### config.mk
export PLATFORM = sky130hd
export DESIGN_NAME = chunked_transfer_crc_checker_core
export DESIGN_NICKNAME = d
export VERILOG_FILES = /design/src/ctcc_pkg.sv /design/src/ctcc_cfg.sv /design/src/ctcc_engine.sv /design/src/chunked_transfer_crc_checker_core.sv
export VERILOG_INCLUDE_DIRS = /design/src /design/src/src
export SDC_FILE = /design/constraint.sdc
export NUM_CORES = 1
export LEC_CHECK = 0
export CAP_MARGIN = 20
export CORE_MARGIN = 5
export CORE_UTILIZATION = 35
export CTS_BUF_LIST = sky130_fd_sc_hd__clkbuf_2 sky130_fd_sc_hd__clkbuf_4 sky130_fd_sc_hd__clkbuf_8
export CTS_CLUSTER_DIAMETER = 60
export DETAILED_ROUTE_END_ITERATION = 8
export DONT_BUFFER_PORTS = 1
export PLACE_DENSITY = 0.55
export SYNTH_ARGS = -nofsm -noshare
export SYNTH_HDL_FRONTEND = slang
export SYNTH_SLANG_ARGS = --single-unit
### constraint.sdc
create_clock -name clk -period 16.55 [get_ports clk]
set_input_delay 1.655 -clock clk [delete_from_list [all_inputs] [get_ports clk]]
set_output_delay 1.655 -clock clk [all_outputs]
set_load 0.03 [all_outputs]
### src/chunked_transfer_crc_checker_core_defines.svh
// Assertion macros for the chunked transfer CRC checker.
// CTCC_ASSERT holds outside reset; CTCC_ASSERT_ALWAYS is also checked while reset is low.
`ifndef CHUNKED_TRANSFER_CRC_CHECKER_CORE_DEFINES_SVH
`define CHUNKED_TRANSFER_CRC_CHECKER_CORE_DEFINES_SVH

`ifndef ASSERT_OFF
`define CTCC_ASSERT(label, prop, msg) \
	label: assert property (@(posedge clk) disable iff (!arst_n) prop) else $error(msg);
`define CTCC_ASSERT_ALWAYS(label, prop, msg) \
	label: assert property (@(posedge clk) prop) else $error(msg);
`else
`define CTCC_ASSERT(label, prop, msg)
`define CTCC_ASSERT_ALWAYS(label, prop, msg)
`endif

`endif

### src/ctcc_pkg.sv
`default_nettype none
package ctcc_pkg;

	localparam logic [15:0] CRC_INIT       = 16'hFFFF;
	localparam logic [15:0] CRC_POLY       = 16'h8408;
	localparam logic [7:0]  ACK_CODE       = 8'hAA;
	localparam logic [7:0]  NACK_CODE      = 8'h55;
	localparam logic [10:0] CRC_PACKET_LEN = 11'd2;
	localparam logic [12:0] LIMIT_RESET    = 13'd6000;
	localparam logic [7:0]  INDEX_RESET    = 8'd6;
	localparam logic [12:0] COUNT_MAX      = 13'd8191;
	localparam logic [7:0]  CHUNK_MAX      = 8'd255;

	typedef enum logic [1:0] {
		KIND_DATA   = 2'd0,
		KIND_REJECT = 2'd1,
		KIND_CRC    = 2'd2
	} kind_t;

	typedef enum logic [0:0] {
		REG_BYTE_LIMIT      = 1'b0,
		REG_CRC_CHUNK_INDEX = 1'b1
	} cfg_reg_t;

	typedef struct packed {
		logic [12:0] byte_limit;
		logic [7:0]  crc_chunk_index;
	} cfg_t;

	typedef struct packed {
		logic [7:0]  data_byte;
		logic [10:0] packet_length;
		logic        first_of_packet;
		logic        last_of_packet;
	} item_t;

	typedef struct packed {
		logic [7:0]  reply_code;
		logic        transfer_complete;
		logic [15:0] computed_crc;
		logic [15:0] received_crc;
		logic [12:0] bytes_held;
		logic [7:0]  chunks_held;
	} result_t;

	// CRC-16/X-25 byte update, reflected, LSB first
	function automatic logic [15:0] crc_update(input logic [15:0] crc, input logic [7:0] b);
		logic [15:0] c;
		c = crc ^ {8'h00, b};
		for (int i = 0; i < 8; i++) begin
			c = c[0] ? ((c >> 1) ^ CRC_POLY) : (c >> 1);
		end
		return c;
	endfunction

endpackage
`default_nettype wire

### src/ctcc_cfg.sv
`default_nettype none
module ctcc_cfg
	import ctcc_pkg::*;
(
	input  wire logic        clk,
	input  wire logic        arst_n,
	input  wire logic        cfg_write,
	input  wire logic [0:0]  cfg_index,
	input  wire logic [12:0] cfg_data,
	output cfg_t             cfg
);

	cfg_t cfg_q;

	always_ff @(posedge clk or negedge arst_n) begin
		if (!arst_n) begin
			cfg_q.byte_limit      <= LIMIT_RESET;
			cfg_q.crc_chunk_index <= INDEX_RESET;
		end else if (cfg_write) begin
			unique case (cfg_reg_t'(cfg_index))
				REG_BYTE_LIMIT:      cfg_q.byte_limit      <= cfg_data;
				REG_CRC_CHUNK_INDEX: cfg_q.crc_chunk_index <= cfg_data[7:0];
			endcase
		end
	end

	assign cfg = cfg_q;

endmodule
`default_nettype wire

### src/ctcc_engine.sv
`default_nettype none
module ctcc_engine
	import ctcc_pkg::*;
(
	input  wire logic  clk,
	input  wire logic  arst_n,
	input  wire cfg_t  cfg,
	input  wire logic  take,
	input  wire item_t item,
	input  wire logic  res_ready,
	output logic       res_valid,
	output result_t    res
);

	logic [15:0] crc_q;
	logic [12:0] bytes_q;
	logic [7:0]  chunks_q;
	kind_t       kind_q;
	logic [7:0]  low_q;
	logic        res_valid_q;
	result_t     res_q;

	kind_t       kind_new;
	logic [15:0] crc_next;
	logic [12:0] bytes_next;
	logic [7:0]  chunks_next;
	logic [7:0]  chunk_inc;
	logic [7:0]  low_next;
	logic [13:0] fill_sum;
	logic [15:0] rcrc;
	logic        crc_match;
	result_t     res_next;

	always_comb begin
		fill_sum = {1'b0, bytes_q} + {3'b000, item.packet_length};
		kind_new = kind_q;
		if (item.first_of_packet) begin
			priority if (item.packet_length == CRC_PACKET_LEN
			             && chunks_q == cfg.crc_chunk_index) begin
				kind_new = KIND_CRC;
			end else if (fill_sum <= {1'b0, cfg.byte_limit}) begin
				kind_new = KIND_DATA;
			end else begin
				kind_new = KIND_REJECT;
			end
		end

		crc_next   = crc_q;
		bytes_next = bytes_q;
		if (kind_new == KIND_DATA) begin
			crc_next = crc_update(crc_q, item.data_byte);
			if (bytes_q != COUNT_MAX) begin
				bytes_next = bytes_q + 13'd1;
			end
		end

		low_next = (item.first_of_packet && kind_new == KIND_CRC) ? item.data_byte : low_q;
		// a one-byte CRC packet uses the same byte as low and high half
		rcrc      = {item.data_byte, low_next};
		crc_match = (rcrc == ~crc_next);
		chunk_inc = (chunks_q == CHUNK_MAX) ? CHUNK_MAX : chunks_q + 8'd1;

		chunks_next                = chunks_q;
		res_next.reply_code        = ACK_CODE;
		res_next.transfer_complete = 1'b0;
		res_next.computed_crc      = ~crc_next;
		res_next.received_crc      = 16'h0000;
		res_next.bytes_held        = bytes_next;
		res_next.chunks_held       = chunks_q;
		priority if (kind_new == KIND_DATA) begin
			if (item.last_of_packet) begin
				chunks_next = chunk_inc;
			end
			res_next.chunks_held = chunk_inc;
		end else if (kind_new == KIND_REJECT) begin
			res_next.reply_code = NACK_CODE;
		end else begin
			res_next.received_crc = rcrc;
			if (crc_match) begin
				res_next.transfer_complete = 1'b1;
				res_next.chunks_held       = chunk_inc;
			end else begin
				res_next.reply_code = NACK_CODE;
			end
		end
	end

	always_ff @(posedge clk or negedge arst_n) begin
		if (!arst_n) begin
			crc_q    <= CRC_INIT;
			bytes_q  <= '0;
			chunks_q <= '0;
			kind_q   <= KIND_DATA;
			low_q    <= '0;
		end else if (take) begin
			if (item.last_of_packet && res_next.transfer_complete) begin
				crc_q    <= CRC_INIT;
				bytes_q  <= '0;
				chunks_q <= '0;
				kind_q   <= KIND_DATA;
				low_q    <= '0;
			end else begin
				crc_q    <= crc_next;
				bytes_q  <= bytes_next;
				chunks_q <= chunks_next;
				kind_q   <= kind_new;
				low_q    <= low_next;
			end
		end
	end

	always_ff @(posedge clk or negedge arst_n) begin
		if (!arst_n) begin
			res_valid_q <= 1'b0;
		end else if (take && item.last_of_packet) begin
			res_valid_q <= 1'b1;
		end else if (res_ready) begin
			res_valid_q <= 1'b0;
		end
	end

	always_ff @(posedge clk) begin
		if (take && item.last_of_packet) begin
			res_q <= res_next;
		end
	end

	assign res_valid = res_valid_q;
	assign res       = res_q;

endmodule
`default_nettype wire

### src/chunked_transfer_crc_checker_core.sv
// Channel   Handshake              Payload
// input     in_valid / in_ready    data_byte, packet_length, first_of_packet, last_of_packet
// output    out_valid / out_ready  reply_code, transfer_complete, computed_crc, received_crc,
//                                  bytes_held, chunks_held
// config    cfg_write              cfg_index, cfg_data
//
// One byte per cycle while the input is not stalled. A byte goes through the
// input register, then the CRC and count update lands in the state and, on a
// last byte, in the output register, from which the result is offered.
// Reset is asynchronous and clears the engine state and both valid flags; no clearing pass.
// Only a last byte waiting behind an untaken result stalls the input.
`default_nettype none
`include "chunked_transfer_crc_checker_core_defines.svh"
module chunked_transfer_crc_checker_core
	import ctcc_pkg::*;
(
	input  wire logic        clk,
	input  wire logic        arst_n,
	input  wire logic        cfg_write,
	input  wire logic [0:0]  cfg_index,
	input  wire logic [12:0] cfg_data,
	input  wire logic        in_valid,
	output logic             in_ready,
	input  wire logic [7:0]  data_byte,
	input  wire logic [10:0] packet_length,
	input  wire logic        first_of_packet,
	input  wire logic        last_of_packet,
	output logic             out_valid,
	input  wire logic        out_ready,
	output logic [7:0]       reply_code,
	output logic             transfer_complete,
	output logic [15:0]      computed_crc,
	output logic [15:0]      received_crc,
	output logic [12:0]      bytes_held,
	output logic [7:0]       chunks_held
);

	cfg_t    cfg;
	logic    valid_s1;
	item_t   item_s1;
	logic    take;
	result_t res;
	logic    out_ack;
	logic    out_data_ack;

	ctcc_cfg u_cfg (
		.clk       (clk),
		.arst_n    (arst_n),
		.cfg_write (cfg_write),
		.cfg_index (cfg_index),
		.cfg_data  (cfg_data),
		.cfg       (cfg)
	);

	// the held byte moves on unless it ends a packet and the result slot is full
	assign take     = valid_s1 && (!item_s1.last_of_packet || !out_valid || out_ready);
	assign in_ready = !valid_s1 || take;

	always_ff @(posedge clk or negedge arst_n) begin
		if (!arst_n) begin
			valid_s1 <= 1'b0;
		end else if (in_ready) begin
			valid_s1 <= in_valid;
		end
	end

	always_ff @(posedge clk) begin
		if (in_valid && in_ready) begin
			item_s1.data_byte       <= data_byte;
			item_s1.packet_length   <= packet_length;
			item_s1.first_of_packet <= first_of_packet;
			item_s1.last_of_packet  <= last_of_packet;
		end
	end

	ctcc_engine u_engine (
		.clk       (clk),
		.arst_n    (arst_n),
		.cfg       (cfg),
		.take      (take),
		.item      (item_s1),
		.res_ready (out_ready),
		.res_valid (out_valid),
		.res       (res)
	);

	assign reply_code        = res.reply_code;
	assign transfer_complete = res.transfer_complete;
	assign computed_crc      = res.computed_crc;
	assign received_crc      = res.received_crc;
	assign bytes_held        = res.bytes_held;
	assign chunks_held       = res.chunks_held;

	assign out_ack      = out_valid && reply_code == ACK_CODE;
	assign out_data_ack = out_ack && !transfer_complete;

	`CTCC_ASSERT(a_done_is_ack, out_valid && transfer_complete |-> out_ack, "completion without ACK")
	`CTCC_ASSERT(a_data_rcrc, out_data_ack |-> received_crc == '0, "CRC on data ACK")
	`CTCC_ASSERT(a_stall, !in_ready |-> out_valid && !out_ready, "stall without blocked result")
	`CTCC_ASSERT_ALWAYS(a_rst_quiet, !arst_n |-> !out_valid && !valid_s1, "valid in reset")

endmodule
`default_nettype wire
; Yosys cells after proc, flatten, opt, wreduce, memory -nomap -nowiden
; Cells that the tools add are included.
[classes]
add_sub_neg = 3
order_cmp = 1
eq_ne = 7
muxes = 33
bitwise_logic = 11
reduce_logical = 20
[op_table]
columns = operator, n
row1 = two-way mux 16 bit, 10
row2 = two-way mux 8 bit, 11
row3 = two-way mux 13 bit, 3
row4 = inverter 2 -> 3 bit, 8
row5 = equality test 16 bit, 1
row6 = inverter 16 bit, 1
row7 = XOR 16 x 8 -> 16 bit, 1
row8 = adder 13 x 11 -> 14 bit, 1
row9 = less-or-equal comparator 14 x 13 -> 1 bit, 1
row10 = "adder 13 x 1 -> 13 bit, second input constant", 1
row11 = "inequality test 13 bit, second input constant", 1
row12 = "equality test 11 x 2 -> 1 bit, second input constant", 1
row13 = "adder 8 x 1 -> 8 bit, second input constant", 1
row14 = equality test 8 bit, 1
row15 = "equality test 8 bit, second input constant", 1
row16 = logical AND 1 bit, 6
row17 = two-way mux 1 bit, 6
row18 = two-way mux 2 bit, 3
row19 = nonzero test 2 bit, 3
row20 = AND reduction 2 bit, 2
row21 = zero test 1 bit, 3
row22 = logical OR 1 bit, 3
row23 = AND reduction 3 bit, 1
row24 = "equality test 2 x 1 -> 1 bit, second input constant", 1
row25 = other kinds (4), 4
[word_totals]
reg_bits = 153
out_inout_bits = 64
elab_cells = 94

; Depth between registers and ports, before layout
[depth]
ltp_word = 26
mapped_depth = 30

; Modules after synthesis
; From an unflattened synthesis, not the netlist that was laid out.
[unflattened]
hier_cells = 670
hier_area_um2 = 7644.8
[by_module_without_submodules]
columns = mod, n_inst, cells_per_inst, area_each_um2
row1 = ctcc_engine, 1, 598, 6088.3
row2 = ctcc_cfg, 1, 45, 850.8
row3 = chunked_transfer_crc_checker_core, 1, 27, 705.7

; Worst setup path after synthesis
; Ideal clock, no wire load.
[synth_path]
path_kind = reg-to-reg
from = register u_engine.bytes_q[0]
to = register u_engine.low_q[0]
setup_time_ns = 0.122
arrival_ns = 5.739
t_required_ns = 16.428
slack_ns = 10.689
path_stages_with_launch = 26
n_path_buf = 1
synth_period_minus_slack_ns = 5.861
cell_sequence = dfrtp_1 -> ha_1 -> inv_1 -> fa_1 -> nor2b_1 -> o21ai_0 -> a21boi_0 -> o21ai_0 -> a21boi_0 -> o21ai_0 -> a21boi_0 -> o21ai_0 -> a21boi_0 -> o21ai_0 -> xnor2_1 -> ha_1 -> and3_1 -> a221oi_1 -> nand4_1 -> a21oi_2 -> mux2_2 -> a2111o_1 -> or4b_4 -> and2_1 -> buf_6 -> a32o_1
[synth_lines]
columns = item, line
row1 = "start, declared", ctcc_engine.sv:16  ; logic [12:0] bytes_q;
row2 = "start signal, assigned", ctcc_engine.sv:104  ; bytes_q <= bytes_next;
row3 = "end signal, assigned", ctcc_engine.sv:107  ; low_q <= low_next;
row4 = "end, declared", ctcc_engine.sv:19  ; logic [7:0] low_q;

==> results.cfg <==
[drt]
post_drt_wl_per_cell_um = 20.7
drtIter0Drc = 367
viasPerCell = 5.37
vias = 5363
wl_um = 20700
first_pass_iters = 5
drc = 0
ant_nets = 0

[placement]
hpwl_um = 15000
routabilityCongestion = 0.849
port_buffers = 0

[clocking]
cts_sinks = 147
cts.hold.buffers_added = 0
clkSlewWorstSetupHoldPaths_ns = 0.08
clock_latency_ns = 0.45
cts_made_buffers = 17
h-tree-depth = 4
cts_resized = 0
clk_path_buf_depth = 2
cts_setup_buffers = 0
root_buffer = clkbuf_8
cts_tree = yes

[critical_path]
critPathCapture = u_engine.bytes_q[6]
cpMostUsedCell = o21ai_0
startpoint = u_engine.bytes_q[0]
cp.required_ns = 16.89
rr_endpoint = u_engine.bytes_q[6]
max_stage_delay_ns = 0.65
worstPathMaxFanout = 20
ff2ff_path_depth = 26
crit_buf_inv = 3
regToRegSetupSlack_ns = 9.48
slowest_stage = a2111oi_0
arrival_ns = 7.41
setup.worst_path.start_class = register
crit_type = reg -> reg
crit_cells = 26
cp_top_family = compound AO/OA/AOI/OAI gates
end_kind = register
timing.rr.start = u_engine.bytes_q[0]

[timing]
final-setup-viol-count = 0
period_share = 0.427
relSlewSlack = 0.273
slew_viol_final = 0
fin_crit_ns = 7.07
fin_setup_tns_ns = 0
rsz0062_at_grt = false
worst_pin_slew_ns = 1.09
hold_violations = 0
fmax_mhz = 141
finalClockSkew_ns = 0.0105

[outcome]
status = finished clean

[grt]
grt_overflow = 0
grt_util_all_layers = 0.161
antenna_found_initial = 0
grt_start_max_net_pins = 71
grt_first_pass_wirelength_um = 31800
grt_pass1_vias = 5311

[pwr]
p_switching_mw = 0.625
combPwrFrac = 0.382
p_leak_nw = 3.25
ir_drop_v = 0.0000575
p_per_area_mw_per_mm2 = 181
power.internal_mw = 0.907
power_frac_clock = 0.204
power_frac_seq = 0.414
switching_share = 0.408

[yosys]
syn_inst = 710
synth_cell_type_count = 69
syn_nets = 777
ys_ff_latch = 147
yosysTopAreaCell = edfxtp_1
synthesis.area_mm2 = 0.00777
yosys-top-cells-count = 77 x edfxtp_1, 64 x nand2_1, 61 x nor2_1
synth_edf_count = 77
yosysSeqAreaShare = 0.527
synthTopCellsByArea = edfxtp_1 30%, dfrtp_1 14%, dfstp_2 8.5%
synth_most_common_cell = edfxtp_1
avgSynthCellArea_um2 = 10.9
async_flop_share = 0.476
synth_ff_type = edfxtp_1
synth_top_area_frac = 0.298
ys_warn_count = 0

[floorplanning]
start_util = 0.356
core_area_mm2 = 0.0218
die_h_um = 159
chipWidth_um = 159
ios = 104
rows = 54
die-area_mm2 = 0.0253

[flow_run]
maxCapViolations = 0

[final_layout]
fin_util = 0.388
drive_gt1_frac = 0.135
area_growth_pct = 8.96
antenna_cells = 0
nets = 773

[hold_path]
hold_class = reg -> reg
[area by class of cell]
| type | instances | area, µm² |
|---|---|---|
| Clock buffer | 22 | 278 |
| Clock inverter | 10 | 156 |
| Fill cell | 2124 | 13400 |
| Inverter | 33 | 124 |
| Multi-Input combinational cell | 497 | 3380 |
| Sequential cell | 147 | 4100 |
| Tap cell | 280 | 350 |
| Timing Repair Buffer | 10 | 75.1 |
[power by group through the flow]
stage | registers (mW) | logic, mW | clock network (mW)
2_1_floorplan | 0.600 | 0.448 | 0
3_3_place_gp | 0.640 | 0.573 | 0
3_5_place_dp | 0.642 | 0.575 | 0
4_1_cts | 0.635 | 0.581 | 0.323
5_1_grt | 0.646 | 0.642 | 0.336
6_report | 0.635 | 0.585 | 0.312
[registers in the layout (all words and copies together), names as in the netlist]
register,cells
u_engine.chunks_q,8
u_engine.res,56
u_engine.crc_q,16
valid_s1,1
u_engine.low_q,8
u_engine.kind_q,2
u_engine.bytes_q,13
u_cfg.cfg,21
item_s1,21
u_engine.res_valid,1
[metrics by stage]
step	instances	worst slack (ns)	hold slack, ns	cell area (µm²)	power, mW
floorplan	710	10.69	0.460	7770	1.05
global placement	967	9.86	0.479	8030	1.21
detailed placement	967	9.63	0.481	8030	1.22
CTS	999	9.58	0.499	8460	1.54
global route	999	8.79	0.514	8460	1.62
finish	999	9.48	0.496	8460	1.53
[layout by cell type (no fill, tap or decap), drive strengths merged, types with 25 or more instances in the layout]
cell	synthesis	routed
edfxtp	77	77
a21oi	28	28
nand2	64	64
dfrtp	45	45
o21ai	28	28
ha	26	26
nor2	61	61
xnor2	37	37
dfstp	25	25
xor2	26	26
inv	33	33
[routing by layer]
metal  up-vias  track usage  part of all wire  wire length (µm)
met3        16       0.0461             0.062              1280
met4         0       0.0454             0.011               234
met1      2627        0.230              0.48              9910
met2       161        0.239              0.45              9250
met5         -            0                 0                 0
li1       2559            -                 -                 -
[worst min-delay path by stage]
| stage | from | endpoint | depth (start not counted) |
|---|---|---|---|
| global placement | u_engine.low_q[5] | u_engine.low_q[5] | 1 |
| CTS | u_engine.low_q[5] | u_engine.low_q[5] | 1 |
| floorplan | u_engine.low_q[5] | u_engine.low_q[5] | 1 |
| detailed placement | u_engine.low_q[5] | u_engine.low_q[5] | 1 |
| finish | u_engine.low_q[5] | u_engine.low_q[5] | 1 |
| global route | u_engine.low_q[5] | u_engine.low_q[5] | 1 |
[cell families (layout without fill, tap and decap cells)]
logic type | after synthesis | after routing | share of synthesized area
and+or+nand+nor | 230 | 230 | 0.145
DFF | 147 | 147 | 0.527
AOI/OAI and AO/OA | 144 | 144 | 0.128
buffers and inverters | 66 | 75 | 0.0371
xor gates and xnor gates | 64 | 64 | 0.0739
muxes | 32 | 32 | 0.0448
adders and majority gates | 27 | 27 | 0.0445
(Power assumes the default switching activity.)
